--- src/sbds_pkg.sv ---
// sbds_pkg: shared types, constants and helper functions of the spi baud divider search
// used by every module and interface of the block; depends on nothing
`timescale 1ns / 1ps
`default_nettype none

package sbds_pkg;

  // data widths of the fixed fields
  localparam int unsigned DATA_W   = 32;
  localparam int unsigned SEL_W    = 2;
  localparam int unsigned CODE_W   = 4;
  localparam int unsigned PRESC_W  = 5;
  localparam int unsigned LOG2_W   = $clog2(DATA_W);
  localparam int unsigned ADDR_W   = 3;

  // default saturation point of the scaler code
  localparam int unsigned SCALER_CODE_MAX_DEF = 15;

  // module clock register reset value and register index
  localparam logic [DATA_W-1:0] CLK_HZ_RST = 32'd50000000;
  localparam logic              REG_CLK_HZ = 1'b0;

  // scaler codes whose divisor is not two to the power of the code
  localparam int unsigned SC_DIV2 = 0;
  localparam int unsigned SC_DIV4 = 1;
  localparam int unsigned SC_DIV6 = 2;

  // last prescaler index
  localparam logic [SEL_W-1:0] PRESC_LAST = 2'd3;

  // controller states
  typedef enum logic [3:0] {
    ST_IDLE,
    ST_RATIO_GO,
    ST_RATIO_WAIT,
    ST_CHECK,
    ST_QUOT_GO,
    ST_QUOT_WAIT,
    ST_RATE_GO,
    ST_RATE_WAIT,
    ST_EVAL,
    ST_FINISH
  } state_t;

  // operand selection for the shared divider
  typedef enum logic [1:0] {
    OP_RATIO,
    OP_QUOT,
    OP_RATE
  } div_op_t;

  // controller to datapath commands
  typedef struct packed {
    logic             load_target;
    logic             div_start;
    div_op_t          div_op;
    logic             cap_ratio;
    logic             cap_code;
    logic             cap_rate;
    logic             eval;
    logic [SEL_W-1:0] idx;
    logic             load_out;
  } cmd_t;

  // datapath to controller status
  typedef struct packed {
    logic div_done;
    logic ratio_small;
  } sts_t;

  // prescaler value for an index: 2, 3, 5, 7
  function automatic logic [PRESC_W-1:0] presc_val(input logic [SEL_W-1:0] idx);
    logic [PRESC_W-1:0] v;
    case (idx)
      2'd0:    v = 5'd2;
      2'd1:    v = 5'd3;
      2'd2:    v = 5'd5;
      default: v = 5'd7;
    endcase
    return v;
  endfunction

  // floor of log2 by leading one position, zero for zero
  function automatic logic [LOG2_W-1:0] log2_floor(input logic [DATA_W-1:0] q);
    logic [LOG2_W-1:0] lg;
    lg = '0;
    for (int i = 0; i < DATA_W; i++) begin
      if (q[i]) begin
        lg = LOG2_W'(i);
      end
    end
    return lg;
  endfunction

endpackage

`default_nettype wire

--- src/sbds_ifs.sv ---
// sbds_in_if and sbds_out_if: valid/ready channels of the spi baud divider search
// depends on sbds_pkg for field widths
`timescale 1ns / 1ps
`default_nettype none

interface sbds_in_if;
  logic                         valid;
  logic                         ready;
  logic [sbds_pkg::DATA_W-1:0]  target_hz;

  modport source (output valid, output target_hz, input ready);
  modport sink   (input valid, input target_hz, output ready);
endinterface

interface sbds_out_if;
  logic                         valid;
  logic                         ready;
  logic [sbds_pkg::SEL_W-1:0]   prescaler_sel;
  logic [sbds_pkg::CODE_W-1:0]  scaler_code;
  logic                         too_fast;

  modport source (output valid, output prescaler_sel, output scaler_code, output too_fast,
                  input ready);
  modport sink   (input valid, input prescaler_sel, input scaler_code, input too_fast,
                  output ready);
endinterface

`default_nettype wire

--- src/spi_baud_divider_search.sv ---
// spi_baud_divider_search: top level with the module clock register and apb-style port
// depends on sbds_pkg, sbds_ifs, sbds_ctrl and sbds_datapath
`timescale 1ns / 1ps
`default_nettype none

// For each requested SPI bit rate this block picks the baud prescaler (2, 3, 5 or 7)
// and the baud scaler code whose achieved rate from the configured module clock is
// closest to the request; ties go to the lower prescaler, and a clock-to-target ratio
// below two returns both codes as zero with too_fast set. A target of zero is taken as
// one. One request is processed at a time: it takes the request, then makes nine passes
// through one shared 32-bit divider that produces one quotient bit per cycle (the ratio,
// then a prescaled quotient and an achieved rate for each prescaler), with one ratio
// check after the ratio pass and one compare per prescaler, and then loads the result;
// when too_fast, only the ratio pass and check come before the result. A new request is
// taken while a finished result still waits for its transfer. The module clock register
// sits at byte address 0; the user must write it only while the block is idle, which
// the block itself does not enforce.
module spi_baud_divider_search #(
  parameter int unsigned SCALER_CODE_MAX = sbds_pkg::SCALER_CODE_MAX_DEF
) (
  input  wire logic                        clk,
  input  wire logic                        rst_n,
  sbds_in_if.sink                          in_ch,
  sbds_out_if.source                       out_ch,
  input  wire logic                        psel,
  input  wire logic                        penable,
  input  wire logic                        pwrite,
  input  wire logic [sbds_pkg::ADDR_W-1:0] paddr,
  input  wire logic [sbds_pkg::DATA_W-1:0] pwdata,
  output logic [sbds_pkg::DATA_W-1:0]      prdata,
  output logic                             pready
);

  logic [sbds_pkg::DATA_W-1:0] clk_hz_r;
  logic                        reg_hit;
  sbds_pkg::cmd_t              cmd;
  sbds_pkg::sts_t              sts;

  // register decode on the word index
  assign reg_hit = (paddr[2] == sbds_pkg::REG_CLK_HZ);

  // module clock register
  always_ff @(posedge clk) begin
    if (!rst_n) begin
      clk_hz_r <= sbds_pkg::CLK_HZ_RST;
    end else if (psel && penable && pwrite && reg_hit) begin
      clk_hz_r <= pwdata;
    end
  end

  assign pready = 1'b1;
  assign prdata = reg_hit ? clk_hz_r : '0;

  sbds_ctrl u_ctrl (
    .clk       (clk),
    .rst_n     (rst_n),
    .in_valid  (in_ch.valid),
    .in_ready  (in_ch.ready),
    .out_valid (out_ch.valid),
    .out_ready (out_ch.ready),
    .cmd       (cmd),
    .sts       (sts)
  );

  sbds_datapath #(
    .SCALER_CODE_MAX (SCALER_CODE_MAX)
  ) u_dp (
    .clk               (clk),
    .rst_n             (rst_n),
    .cmd               (cmd),
    .sts               (sts),
    .clk_hz            (clk_hz_r),
    .in_target_hz      (in_ch.target_hz),
    .out_prescaler_sel (out_ch.prescaler_sel),
    .out_scaler_code   (out_ch.scaler_code),
    .out_too_fast      (out_ch.too_fast)
  );

endmodule

`default_nettype wire

--- src/sbds_divider.sv ---
// sbds_divider: 32-bit unsigned restoring divider, one quotient bit per cycle
// depends on sbds_pkg for the data width
`timescale 1ns / 1ps
`default_nettype none

module sbds_divider (
  input  wire logic                        clk,
  input  wire logic                        rst_n,
  input  wire logic                        start,
  input  wire logic [sbds_pkg::DATA_W-1:0] dividend,
  input  wire logic [sbds_pkg::DATA_W-1:0] divisor,
  output logic                             done,
  output logic [sbds_pkg::DATA_W-1:0]      quotient
);

  localparam int unsigned W  = sbds_pkg::DATA_W;
  localparam int unsigned CW = $clog2(W);

  logic [W-1:0]  quo_r, quo_nxt;
  logic [W-1:0]  rem_r, rem_nxt;
  logic [W-1:0]  dvs_r;
  logic [CW-1:0] cnt_r, cnt_nxt;
  logic          busy_r, busy_nxt;
  logic          done_r, done_nxt;
  logic [W:0]    trial;

  // one shift and trial subtract per cycle
  always_comb begin
    trial    = {rem_r, quo_r[W-1]} - {1'b0, dvs_r};
    quo_nxt  = quo_r;
    rem_nxt  = rem_r;
    cnt_nxt  = cnt_r;
    busy_nxt = busy_r;
    done_nxt = 1'b0;
    if (start) begin
      quo_nxt  = dividend;
      rem_nxt  = '0;
      cnt_nxt  = '0;
      busy_nxt = 1'b1;
    end else if (busy_r) begin
      if (trial[W]) begin
        rem_nxt = {rem_r[W-2:0], quo_r[W-1]};
      end else begin
        rem_nxt = trial[W-1:0];
      end
      quo_nxt = {quo_r[W-2:0], ~trial[W]};
      cnt_nxt = cnt_r + 1'b1;
      if (cnt_r == CW'(W - 1)) begin
        busy_nxt = 1'b0;
        done_nxt = 1'b1;
      end
    end
  end

  // control state
  always_ff @(posedge clk) begin
    if (!rst_n) begin
      busy_r <= 1'b0;
      done_r <= 1'b0;
      cnt_r  <= '0;
    end else begin
      busy_r <= busy_nxt;
      done_r <= done_nxt;
      cnt_r  <= cnt_nxt;
    end
  end

  // working registers
  always_ff @(posedge clk) begin
    quo_r <= quo_nxt;
    rem_r <= rem_nxt;
    if (start) begin
      dvs_r <= divisor;
    end
  end

  assign done     = done_r;
  assign quotient = quo_r;

endmodule

`default_nettype wire

--- src/sbds_datapath.sv ---
// sbds_datapath: ratio, per-prescaler scaler code, achieved rate and best-error tracking
// depends on sbds_pkg and sbds_divider
`timescale 1ns / 1ps
`default_nettype none

module sbds_datapath #(
  parameter int unsigned SCALER_CODE_MAX = sbds_pkg::SCALER_CODE_MAX_DEF
) (
  input  wire logic                        clk,
  input  wire logic                        rst_n,
  input  wire sbds_pkg::cmd_t              cmd,
  output sbds_pkg::sts_t                   sts,
  input  wire logic [sbds_pkg::DATA_W-1:0] clk_hz,
  input  wire logic [sbds_pkg::DATA_W-1:0] in_target_hz,
  output logic [sbds_pkg::SEL_W-1:0]       out_prescaler_sel,
  output logic [sbds_pkg::CODE_W-1:0]      out_scaler_code,
  output logic                             out_too_fast
);

  localparam int unsigned W  = sbds_pkg::DATA_W;
  localparam int unsigned SW = sbds_pkg::SEL_W;
  localparam int unsigned PW = sbds_pkg::PRESC_W;
  localparam int unsigned LW = sbds_pkg::LOG2_W;
  localparam int unsigned CW = $clog2(SCALER_CODE_MAX + 1);

  logic [W-1:0]  target_r;
  logic [W-1:0]  ratio_r;
  logic [CW-1:0] code_r;
  logic [W-1:0]  rate_r;
  logic [W-1:0]  best_err_r;
  logic [SW-1:0] best_sel_r;
  logic [CW-1:0] best_code_r;
  logic [SW-1:0] out_sel_r;
  logic [CW-1:0] out_code_r;
  logic          out_tf_r;

  logic [W-1:0]  dvd, dvs, quo;
  logic          div_done;
  logic [PW-1:0] presc;
  logic [PW-1:0] rate_dvs;
  logic [LW-1:0] shamt;
  logic [LW-1:0] lg;
  logic [CW-1:0] code_new;
  logic [W-1:0]  err;

  assign presc = sbds_pkg::presc_val(cmd.idx);

  // clock shift and small divisor that give the achieved rate for the current code
  always_comb begin
    rate_dvs = presc;
    shamt    = LW'(code_r);
    if (code_r == CW'(sbds_pkg::SC_DIV2)) begin
      shamt = LW'(1);
    end else if (code_r == CW'(sbds_pkg::SC_DIV4)) begin
      shamt = LW'(2);
    end else if (code_r == CW'(sbds_pkg::SC_DIV6)) begin
      shamt    = LW'(1);
      rate_dvs = PW'(presc << 1) + presc;
    end
  end

  // divider operand selection
  always_comb begin
    case (cmd.div_op)
      sbds_pkg::OP_RATIO: begin
        dvd = clk_hz;
        dvs = target_r;
      end
      sbds_pkg::OP_QUOT: begin
        dvd = ratio_r;
        dvs = W'(presc);
      end
      default: begin
        dvd = clk_hz >> shamt;
        dvs = W'(rate_dvs);
      end
    endcase
  end

  sbds_divider u_div (
    .clk      (clk),
    .rst_n    (rst_n),
    .start    (cmd.div_start),
    .dividend (dvd),
    .divisor  (dvs),
    .done     (div_done),
    .quotient (quo)
  );

  // scaler code from the prescaled quotient
  always_comb begin
    lg = sbds_pkg::log2_floor(quo);
    if (quo < W'(3)) begin
      code_new = CW'(sbds_pkg::SC_DIV2);
    end else if (quo < W'(7)) begin
      code_new = CW'(sbds_pkg::SC_DIV4);
    end else if (quo < W'(8)) begin
      code_new = CW'(sbds_pkg::SC_DIV6);
    end else if (lg > LW'(SCALER_CODE_MAX)) begin
      code_new = CW'(SCALER_CODE_MAX);
    end else begin
      code_new = CW'(lg);
    end
  end

  // absolute error of the achieved rate
  assign err = (rate_r > target_r) ? (rate_r - target_r) : (target_r - rate_r);

  // operand and candidate registers
  always_ff @(posedge clk) begin
    if (cmd.load_target) begin
      target_r <= (in_target_hz == '0) ? W'(1) : in_target_hz;
    end
    if (cmd.cap_ratio) begin
      ratio_r <= quo;
    end
    if (cmd.cap_code) begin
      code_r <= code_new;
    end
    if (cmd.cap_rate) begin
      rate_r <= quo;
    end
    // keep the first candidate, then only a strictly smaller error
    if (cmd.eval && ((cmd.idx == '0) || (err < best_err_r))) begin
      best_err_r  <= err;
      best_sel_r  <= cmd.idx;
      best_code_r <= code_r;
    end
  end

  // result register
  always_ff @(posedge clk) begin
    if (cmd.load_out) begin
      if (sts.ratio_small) begin
        out_sel_r  <= '0;
        out_code_r <= '0;
        out_tf_r   <= 1'b1;
      end else begin
        out_sel_r  <= best_sel_r;
        out_code_r <= best_code_r;
        out_tf_r   <= 1'b0;
      end
    end
  end

  assign sts.div_done    = div_done;
  assign sts.ratio_small = (ratio_r[W-1:1] == '0);

  assign out_prescaler_sel = out_sel_r;
  assign out_scaler_code   = sbds_pkg::CODE_W'(out_code_r);
  assign out_too_fast      = out_tf_r;

endmodule

`default_nettype wire

--- src/sbds_ctrl.sv ---
// sbds_ctrl: sequencer of the baud divider search, drives the datapath and the handshakes
// depends on sbds_pkg
`timescale 1ns / 1ps
`default_nettype none

module sbds_ctrl (
  input  wire logic            clk,
  input  wire logic            rst_n,
  input  wire logic            in_valid,
  output logic                 in_ready,
  output logic                 out_valid,
  input  wire logic            out_ready,
  output sbds_pkg::cmd_t       cmd,
  input  wire sbds_pkg::sts_t  sts
);

  localparam int unsigned SW = sbds_pkg::SEL_W;

  sbds_pkg::state_t state_r, state_nxt;
  logic [SW-1:0]    idx_r, idx_nxt;
  logic             out_valid_r, out_valid_nxt;

  // state, index and result valid registers
  always_ff @(posedge clk) begin
    if (!rst_n) begin
      state_r     <= sbds_pkg::ST_IDLE;
      idx_r       <= '0;
      out_valid_r <= 1'b0;
    end else begin
      state_r     <= state_nxt;
      idx_r       <= idx_nxt;
      out_valid_r <= out_valid_nxt;
    end
  end

  // next state and commands
  always_comb begin
    state_nxt     = state_r;
    idx_nxt       = idx_r;
    out_valid_nxt = out_valid_r;
    in_ready      = 1'b0;
    cmd           = '0;
    cmd.idx       = idx_r;
    cmd.div_op    = sbds_pkg::OP_RATIO;

    // result leaves on its transfer
    if (out_valid_r && out_ready) begin
      out_valid_nxt = 1'b0;
    end

    unique case (state_r)
      sbds_pkg::ST_IDLE: begin
        in_ready = 1'b1;
        if (in_valid) begin
          cmd.load_target = 1'b1;
          state_nxt       = sbds_pkg::ST_RATIO_GO;
        end
      end
      sbds_pkg::ST_RATIO_GO: begin
        cmd.div_start = 1'b1;
        state_nxt     = sbds_pkg::ST_RATIO_WAIT;
      end
      sbds_pkg::ST_RATIO_WAIT: begin
        if (sts.div_done) begin
          cmd.cap_ratio = 1'b1;
          state_nxt     = sbds_pkg::ST_CHECK;
        end
      end
      sbds_pkg::ST_CHECK: begin
        idx_nxt = '0;
        if (sts.ratio_small) begin
          state_nxt = sbds_pkg::ST_FINISH;
        end else begin
          state_nxt = sbds_pkg::ST_QUOT_GO;
        end
      end
      sbds_pkg::ST_QUOT_GO: begin
        cmd.div_start = 1'b1;
        cmd.div_op    = sbds_pkg::OP_QUOT;
        state_nxt     = sbds_pkg::ST_QUOT_WAIT;
      end
      sbds_pkg::ST_QUOT_WAIT: begin
        if (sts.div_done) begin
          cmd.cap_code = 1'b1;
          state_nxt    = sbds_pkg::ST_RATE_GO;
        end
      end
      sbds_pkg::ST_RATE_GO: begin
        cmd.div_start = 1'b1;
        cmd.div_op    = sbds_pkg::OP_RATE;
        state_nxt     = sbds_pkg::ST_RATE_WAIT;
      end
      sbds_pkg::ST_RATE_WAIT: begin
        if (sts.div_done) begin
          cmd.cap_rate = 1'b1;
          state_nxt    = sbds_pkg::ST_EVAL;
        end
      end
      sbds_pkg::ST_EVAL: begin
        cmd.eval = 1'b1;
        if (idx_r == sbds_pkg::PRESC_LAST) begin
          state_nxt = sbds_pkg::ST_FINISH;
        end else begin
          idx_nxt   = idx_r + 1'b1;
          state_nxt = sbds_pkg::ST_QUOT_GO;
        end
      end
      sbds_pkg::ST_FINISH: begin
        // load the result register once it is free
        if (!out_valid_r || out_ready) begin
          cmd.load_out  = 1'b1;
          out_valid_nxt = 1'b1;
          state_nxt     = sbds_pkg::ST_IDLE;
        end
      end
      default: begin
        state_nxt = sbds_pkg::ST_IDLE;
      end
    endcase
  end

  assign out_valid = out_valid_r;

endmodule

`default_nettype wire
--- src/flat_wrapper.sv ---
// flat-port wrapper written by rule: the top's interface ports become plain ports
module spi_baud_divider_search_flat 
#(
  parameter int unsigned SCALER_CODE_MAX = sbds_pkg::SCALER_CODE_MAX_DEF
)
  (clk, rst_n, psel, penable, pwrite, paddr, pwdata, prdata, pready, in_ch_valid, in_ch_target_hz, in_ch_ready, out_ch_valid, out_ch_prescaler_sel, out_ch_scaler_code, out_ch_too_fast, out_ch_ready);
  sbds_in_if in_ch_i ();
  sbds_out_if out_ch_i ();
  input  wire logic clk;
  input  wire logic rst_n;
  input  wire logic psel;
  input  wire logic penable;
  input  wire logic pwrite;
  input  wire logic [sbds_pkg::ADDR_W-1:0] paddr;
  input  wire logic [sbds_pkg::DATA_W-1:0] pwdata;
  output logic [sbds_pkg::DATA_W-1:0] prdata;
  output logic pready;
  input wire logic [$bits(in_ch_i.valid)-1:0] in_ch_valid;
  input wire logic [$bits(in_ch_i.target_hz)-1:0] in_ch_target_hz;
  output wire logic [$bits(in_ch_i.ready)-1:0] in_ch_ready;
  output wire logic [$bits(out_ch_i.valid)-1:0] out_ch_valid;
  output wire logic [$bits(out_ch_i.prescaler_sel)-1:0] out_ch_prescaler_sel;
  output wire logic [$bits(out_ch_i.scaler_code)-1:0] out_ch_scaler_code;
  output wire logic [$bits(out_ch_i.too_fast)-1:0] out_ch_too_fast;
  input wire logic [$bits(out_ch_i.ready)-1:0] out_ch_ready;
  assign in_ch_i.valid = in_ch_valid;
  assign in_ch_i.target_hz = in_ch_target_hz;
  assign in_ch_ready = in_ch_i.ready;
  assign out_ch_valid = out_ch_i.valid;
  assign out_ch_prescaler_sel = out_ch_i.prescaler_sel;
  assign out_ch_scaler_code = out_ch_i.scaler_code;
  assign out_ch_too_fast = out_ch_i.too_fast;
  assign out_ch_i.ready = out_ch_ready;
  spi_baud_divider_search #(.SCALER_CODE_MAX(SCALER_CODE_MAX)) u_core (.clk(clk), .rst_n(rst_n), .in_ch(in_ch_i), .out_ch(out_ch_i), .psel(psel), .penable(penable), .pwrite(pwrite), .paddr(paddr), .pwdata(pwdata), .prdata(prdata), .pready(pready));
endmodule
--- config.mk ---
export PLATFORM = sky130hd
export DESIGN_NAME = spi_baud_divider_search_flat
export DESIGN_NICKNAME = d
export VERILOG_FILES = /design/src/sbds_pkg.sv /design/src/sbds_ifs.sv /design/src/spi_baud_divider_search.sv /design/src/sbds_divider.sv /design/src/sbds_datapath.sv /design/src/sbds_ctrl.sv /design/src/flat_wrapper.sv
export SDC_FILE = /design/constraint.sdc
export NUM_CORES = 1
export LEC_CHECK = 0
export BUFFER_PORTS_ARGS = -buffer_cell sky130_fd_sc_hd__clkbuf_2
export CORE_UTILIZATION = 30
export CTS_CLUSTER_DIAMETER = 30
export CTS_CLUSTER_SIZE = 30
export DETAILED_ROUTE_END_ITERATION = 16
export PLACE_DENSITY = 0.51
export SLEW_MARGIN = 10
export SYNTH_ARGS = -nofsm -noshare
export SYNTH_HDL_FRONTEND = slang
export SYNTH_HIERARCHICAL = 1
export SYNTH_SLANG_ARGS = --single-unit
export TNS_END_PERCENT = 50
--- constraint.sdc ---
create_clock -name clk -period 9.79 [get_ports clk]
set_clock_uncertainty 0.1 [all_clocks]
set_input_delay 0.4895 -clock clk [delete_from_list [all_inputs] [get_ports clk]]
set_output_delay 0.4895 -clock clk [all_outputs]
set_load 0.02 [all_outputs]
After elaboration in Yosys (flattened, before gate mapping)
Cells that the tools add are included.

Output and inout port bits: 42. Memories kept: 0. Bits of input ports: 74. Memory bits (writable): 0. Register bits after elaboration: 287. Bits in read-only memories: 0. Logic and storage cells: 162. Latch bits: 0.

Add/subtract/negate cells: 6. Reductions and logical operators: 23. Magnitude comparators: 6. Div/mod/pow operators: 0. Bitwise logic cells: 4. Muxes and demuxes: 78. Eq/ne operators: 22. Multiply operators: 0. Shifts and indexed selects: 1.

Operators by type and width (number): $mux 5 (33); $mux 32 (5); $pmux 32 s2 (2); $sub 32x32->32 (2); $mux 4 (11); $pmux 4 s10 (1); $sub 33x32->33 (1); $gt 32x32->1 (1); $logic_not 32->1 (1); $lt 32x2->1 const B (1); $lt 32x3->1 const B (1); $lt 32x32->1 (1); $lt 32x4->1 const B (1); $shr 32x5->32 (1); $logic_not 31->1 (1); $mux 1 (21); $eq 4x3->1 const B (4); $eq 4x2->1 const B (3); $ne 2x2->1 const B (6); $pmux 3 s3 (1); $reduce_or 3->1 (3); $eq 4x1->1 const B (2); $eq 4x4->1 const B (2); $logic_not 4->1 (2); other kinds (18) (33).

Longest topological paths before layout
Depth after elaboration: 35. Mapped depth: 25. Gate-level depth less buffers: 23.

Cells and area by module
Netlist, hierarchy kept.

By module, submodules not included: sbds_datapath (sequential area each 4354.2 um^2, instances 1, cells each 1214, area an instance 11642.4 um^2); sbds_divider (sequential area each 2702.6 um^2, instances 1, cells each 591, area an instance 5928.2 um^2); spi_baud_divider_search (sequential area each 640.6 um^2, instances 1, cells each 177, area an instance 1597.8 um^2); sbds_ctrl (sequential area each 140.1 um^2, instances 1, cells each 74, area an instance 559.3 um^2).

Least setup slack after synthesis
OpenSTA, ideal clock, no wires.

Path kind: register to register. From: register u_core.u_dp.rate_r[0]. To: register u_core.u_dp.best_code_r[0], enable pin. Stages on the path, launching flop included: 25. Period minus slack after synthesis: 7.320 ns. Arrival: 6.729 ns. Library setup time: 0.491 ns. Slack: 2.470 ns. Required time: 9.199 ns. Path buffers: 1. Cells stage by stage: edfxtp_1 > inv_1 > ha_1 > inv_1 > fa_1 > a211oi_1 > o211ai_1 > nand2_1 > a21oi_2 > o21a_2 > buf_6 > a2111oi_2 > a21oi_2 > a21oi_1 > xnor2_1 > ha_1 > a21o_1 > a21o_1 > a21oi_1 > nor2b_1 > o21ai_0 > a21oi_1 > a211oi_1 > o22ai_1 > a211oi_1.

Longest elaborated chain between the ends: 5. Elaborated cells between the ends (all ways): 7. Those cells by class: add/sub (2); order compare (2); mux (1); reduce/logical (2).

RTL lines: start: declaration (line sbds_datapath.sv:29) `logic [W-1:0] rate_r;`; start signal: assignment (line sbds_datapath.sv:121) `rate_r <= quo;`; $sub 32x32->32 / $gt 32x32->1 (equally long branches) (line sbds_datapath.sv:107) `assign err = (rate_r > target_r) ? (rate_r - target_r) : (target_r - rate_r);`; $mux 32 (*) (line sbds_datapath.sv:107); net u_core.u_dp.err[25] (line sbds_datapath.sv:44) `logic [W-1:0] err;`; $lt 32x32->1 (*) (line sbds_datapath.sv:124) `if (cmd.eval && ((cmd.idx == '0) || (err < best_err_r))) begin`; $logic_or 1x1->1 (*) (line sbds_datapath.sv:124); $logic_and 1x1->1 (*) (line sbds_datapath.sv:124); end signal: assignment (line sbds_datapath.sv:127) `best_code_r <= code_r;`; end: declaration (line sbds_datapath.sv:32) `logic [CW-1:0] best_code_r;`.

The timed path passes the listed nets; every way through them passes the cells marked *. A chain may end at the register's enable or synchronous reset.

Final worst setup path
From: register u_core.u_dp.target_r[1]. To: register u_core.u_dp.best_err_r[8], enable pin.

Longest elaborated chain between the ends: 5. Elaborated cells between the ends (all ways): 7. Those cells by class: add/sub (2); order compare (2); mux (1); reduce/logical (2).

RTL lines: start: declaration (line sbds_datapath.sv:26) `logic [W-1:0] target_r;`; start signal: assignment (line sbds_datapath.sv:112) `target_r <= (in_target_hz == '0) ? W'(1) : in_target_hz;`; $sub 32x32->32 / $gt 32x32->1 (equally long branches) (line sbds_datapath.sv:107); $mux 32 (*) (line sbds_datapath.sv:107); net u_core.u_dp.err[14] (line sbds_datapath.sv:44); $lt 32x32->1 (*) (line sbds_datapath.sv:124); $logic_or 1x1->1 (*) (line sbds_datapath.sv:124); $logic_and 1x1->1 (*) (line sbds_datapath.sv:124); end signal: assignment (line sbds_datapath.sv:125) `best_err_r <= err;`; end: declaration (line sbds_datapath.sv:30) `logic [W-1:0] best_err_r;`.

Marks and branches as above.

==> out/results.tsv <==
metric	value	unit
async_flop_share	0	%
gp_congestion	0.885	
die_x	258	um
design_area	0.0240	mm^2
cts_root_buf	clkbuf_16	
antenna_cells	0	
cts_max_path_buffers	3	
netlist_top_cells_area	edfxtp_1, ha_1, mux2i_1	
fmax	0.147	GHz
ys_seq_elements	287	
p_total	7.27	mW
cts_hold_buffers	49	
cts.repair.resized	0	
drv_cap	0	
ys_seq_area_share	39.7	%
critPathMaxStageDelay	0.72	ns
clkSinkCount	287	
insertion_delay	0.63	ns
cts.clk_slew.worst_paths	0.04	ns
critPathKind	reg -> reg	
vias	15800	
ant_nets	0	
ir_drop	0.144	mV
core-area	0.0647	mm^2
cellPowerDensity	302	mW/mm^2
grt_start_max_net_pins	77	
cts_inserted_buffers	79	
ios	116	
synth_warnings	6	
synth.most_common_cell	edfxtp_1	
synth_area	0.0197	mm^2
outcome	complete, no violations	
hold_viol_final	0	
setup_viol_count_final	0	
track_usage	17.0	%
synth_common_cells	edfxtp_1, nand2_1, inv_1, mux2i_1, nor2_1	
grt_pass1_vias	15600	
cts_tree	built	
period_needed	6.78	ns
place_hpwl	41800	um
synth.avg_cell_area	9.60	um^2
start_util	30.5	%
crit_required	9.92	ns
rsz0062_at_grt	false	
antenna_found_initial	0	
synth-edff-count	209	
syn2layout_area_growth	21.8	%
synthFlopType	edfxtp_1	
num_rows	93	
n_fill_cell	6519	
r2r_setup_slack	3.01	ns
wirelength	56800	um
first_pass_iters	5	
startpoint_type	register	
cpMaxStageDelayCell	a211oi_4	
drv_slew	0	
route.detailed.drc	0	
io_buffers	112	
regArea	0.00784	mm^2
path_max_fanout	25	
multiInputGateArea	0.0105	mm^2
crit_arrival	6.91	ns
htree_num_levels	3	
path_cells	inv_1, fa_1, a211oi_1, o211ai_1, nand2_1, a21oi_2, o21ai_2, buf_4, mux2i_1, a41o_2, xor2_1, ha_1, a21oi_1, nor2b_1, a2111oi_0, o211ai_1, a211oi_4, buf_4	
max_slew_margin	17.5	%
dieArea	0.0668	mm^2
yosysTopAreaCellShare	31.8	%
postCtsSetupBuffers	0	
layout-drive-gt1-share	16.2	%
power_leakage	9.38	nW
nets	2380	
die_height	258	um
placed_area	0.0207	mm^2
gr-total-overflow	0	
syn-num-nets	2267	
cp-end-kind	register	
routedWlPerCell	18.4	um
synthCells	2056	
final.setup.tns	0	ns
max_slew.worst_pin.slew	1.23	ns
drt_iter0_markers	1136	
viasPerCell	5.11	
synth_largest_area_cell	edfxtp_1	
ys_types	106	
hp-class	in -> reg	
grt_pass1_wl	88700	um
period_share	69.3	%
[cell type report]
| type | count | share of cell area (%) |
|---|---|---|
| repair buffers | 174 | 4.78 |
| well taps | 855 | 4.45 |
| clock inverters | 55 | 2.88 |
| inverters | 169 | 2.64 |
| clock buffers | 92 | 8.73 |
| flip-flops and latches | 287 | 32.6 |
| multi-input cells | 1458 | 43.9 |
[where the power goes]
part / switching (mW) / internal, mW
clock: 0.858 / 1.77
combinational: 1.62 / 1.02
sequential: 0.275 / 1.73
total: 2.75 / 4.51
[placed cells by master (no fill, tap or decap), types with 37 or more instances in the layout]
cell type	netlist	final
edfxtp_1	209	209
nand2_1	181	181
inv_1	169	169
mux2i_1	159	159
nor2_1	146	145
a21oi_1	141	141
ha_1	134	134
clkbuf_2	0	112
o21ai_0	94	94
clkbuf_16	0	81
nor2b_1	80	80
dfxtp_1	78	77
dlygate4sd3_1	0	49
a21o_1	40	40
xnor2_1	39	39
a211oi_1	38	37
[routing by layer]
layer	share of wire (%)	GRT usage (%)	wire length, um	vias up
met1	46	22.6	26200	7572
met4	2.5	5.70	1400	0
met2	46	27.6	26300	465
li1	-	-	-	7662
met3	5.1	3.04	2900	92
met5	0	0	0	-
[state kept, by name, summed over array words and instances, names as in the netlist, 5 cells and up]
name	count
u_core/clk_hz_r	32
u_core/u_dp/best_err_r	32
u_core/u_dp/rate_r	32
u_core/u_dp/ratio_r	32
u_core/u_dp/target_r	32
u_core/u_dp/u_div/cnt_r	5
u_core/u_dp/u_div/dvs_r	32
u_core/u_dp/u_div/quotient	32
u_core/u_dp/u_div/rem_r	32
[worst max-delay path, delay by kind of cell, from the launching register on]
kind	cells	cell delay, ns
DFF	1	0.48
buffers and inverters	3	1.04
xor gates and xnor gates	1	0.30
and+or+nand+nor	2	0.23
adders and majority gates	2	0.83
muxes	1	0.43
AOI/OAI and AO/OA	9	2.99
[through the flow]
stage	hold slack, ns	utilization (%)	std cells	setup WS [ns]
floorplan	0.321	-	2056	2.47
global placement	0.379	32.1	2894	3.15
detailed placement	0.382	32.1	2894	3.08
CTS	0.00234	37.1	3090	2.99
global route	0.0119	37.1	3090	2.59
finish	0.0259	37.1	3090	3.01
[kinds of logic (layout without fill, tap and decap cells)]
family                   Yosys count  in the layout  share of synthesized area, %
AO/OA/AOI/OAI                    485            485                          16.7
XOR/XNOR                          55             55                          2.44
adder cells (fa/ha/maj)          137            137                          8.80
buffers and inverters            311            490                          7.01
flip-flops                       287            287                          39.7
multiplexers                     199            199                          10.6
other                              1              1                        0.0190
AND/OR/NAND/NOR                  581            581                          14.7
[final timing paths]
check,from,to,cells past startpoint
min reg2reg,u_core/u_dp/u_div/rem_r[18],u_core/u_dp/u_div/rem_r[19],2
max reg2reg,u_core/u_dp/target_r[1],u_core/u_dp/best_err_r[8],18
max,u_core/u_dp/target_r[1],u_core/u_dp/best_err_r[8],18
min,pwdata[1],u_core/clk_hz_r[1],3
Power figures use the tool's default switching activity.
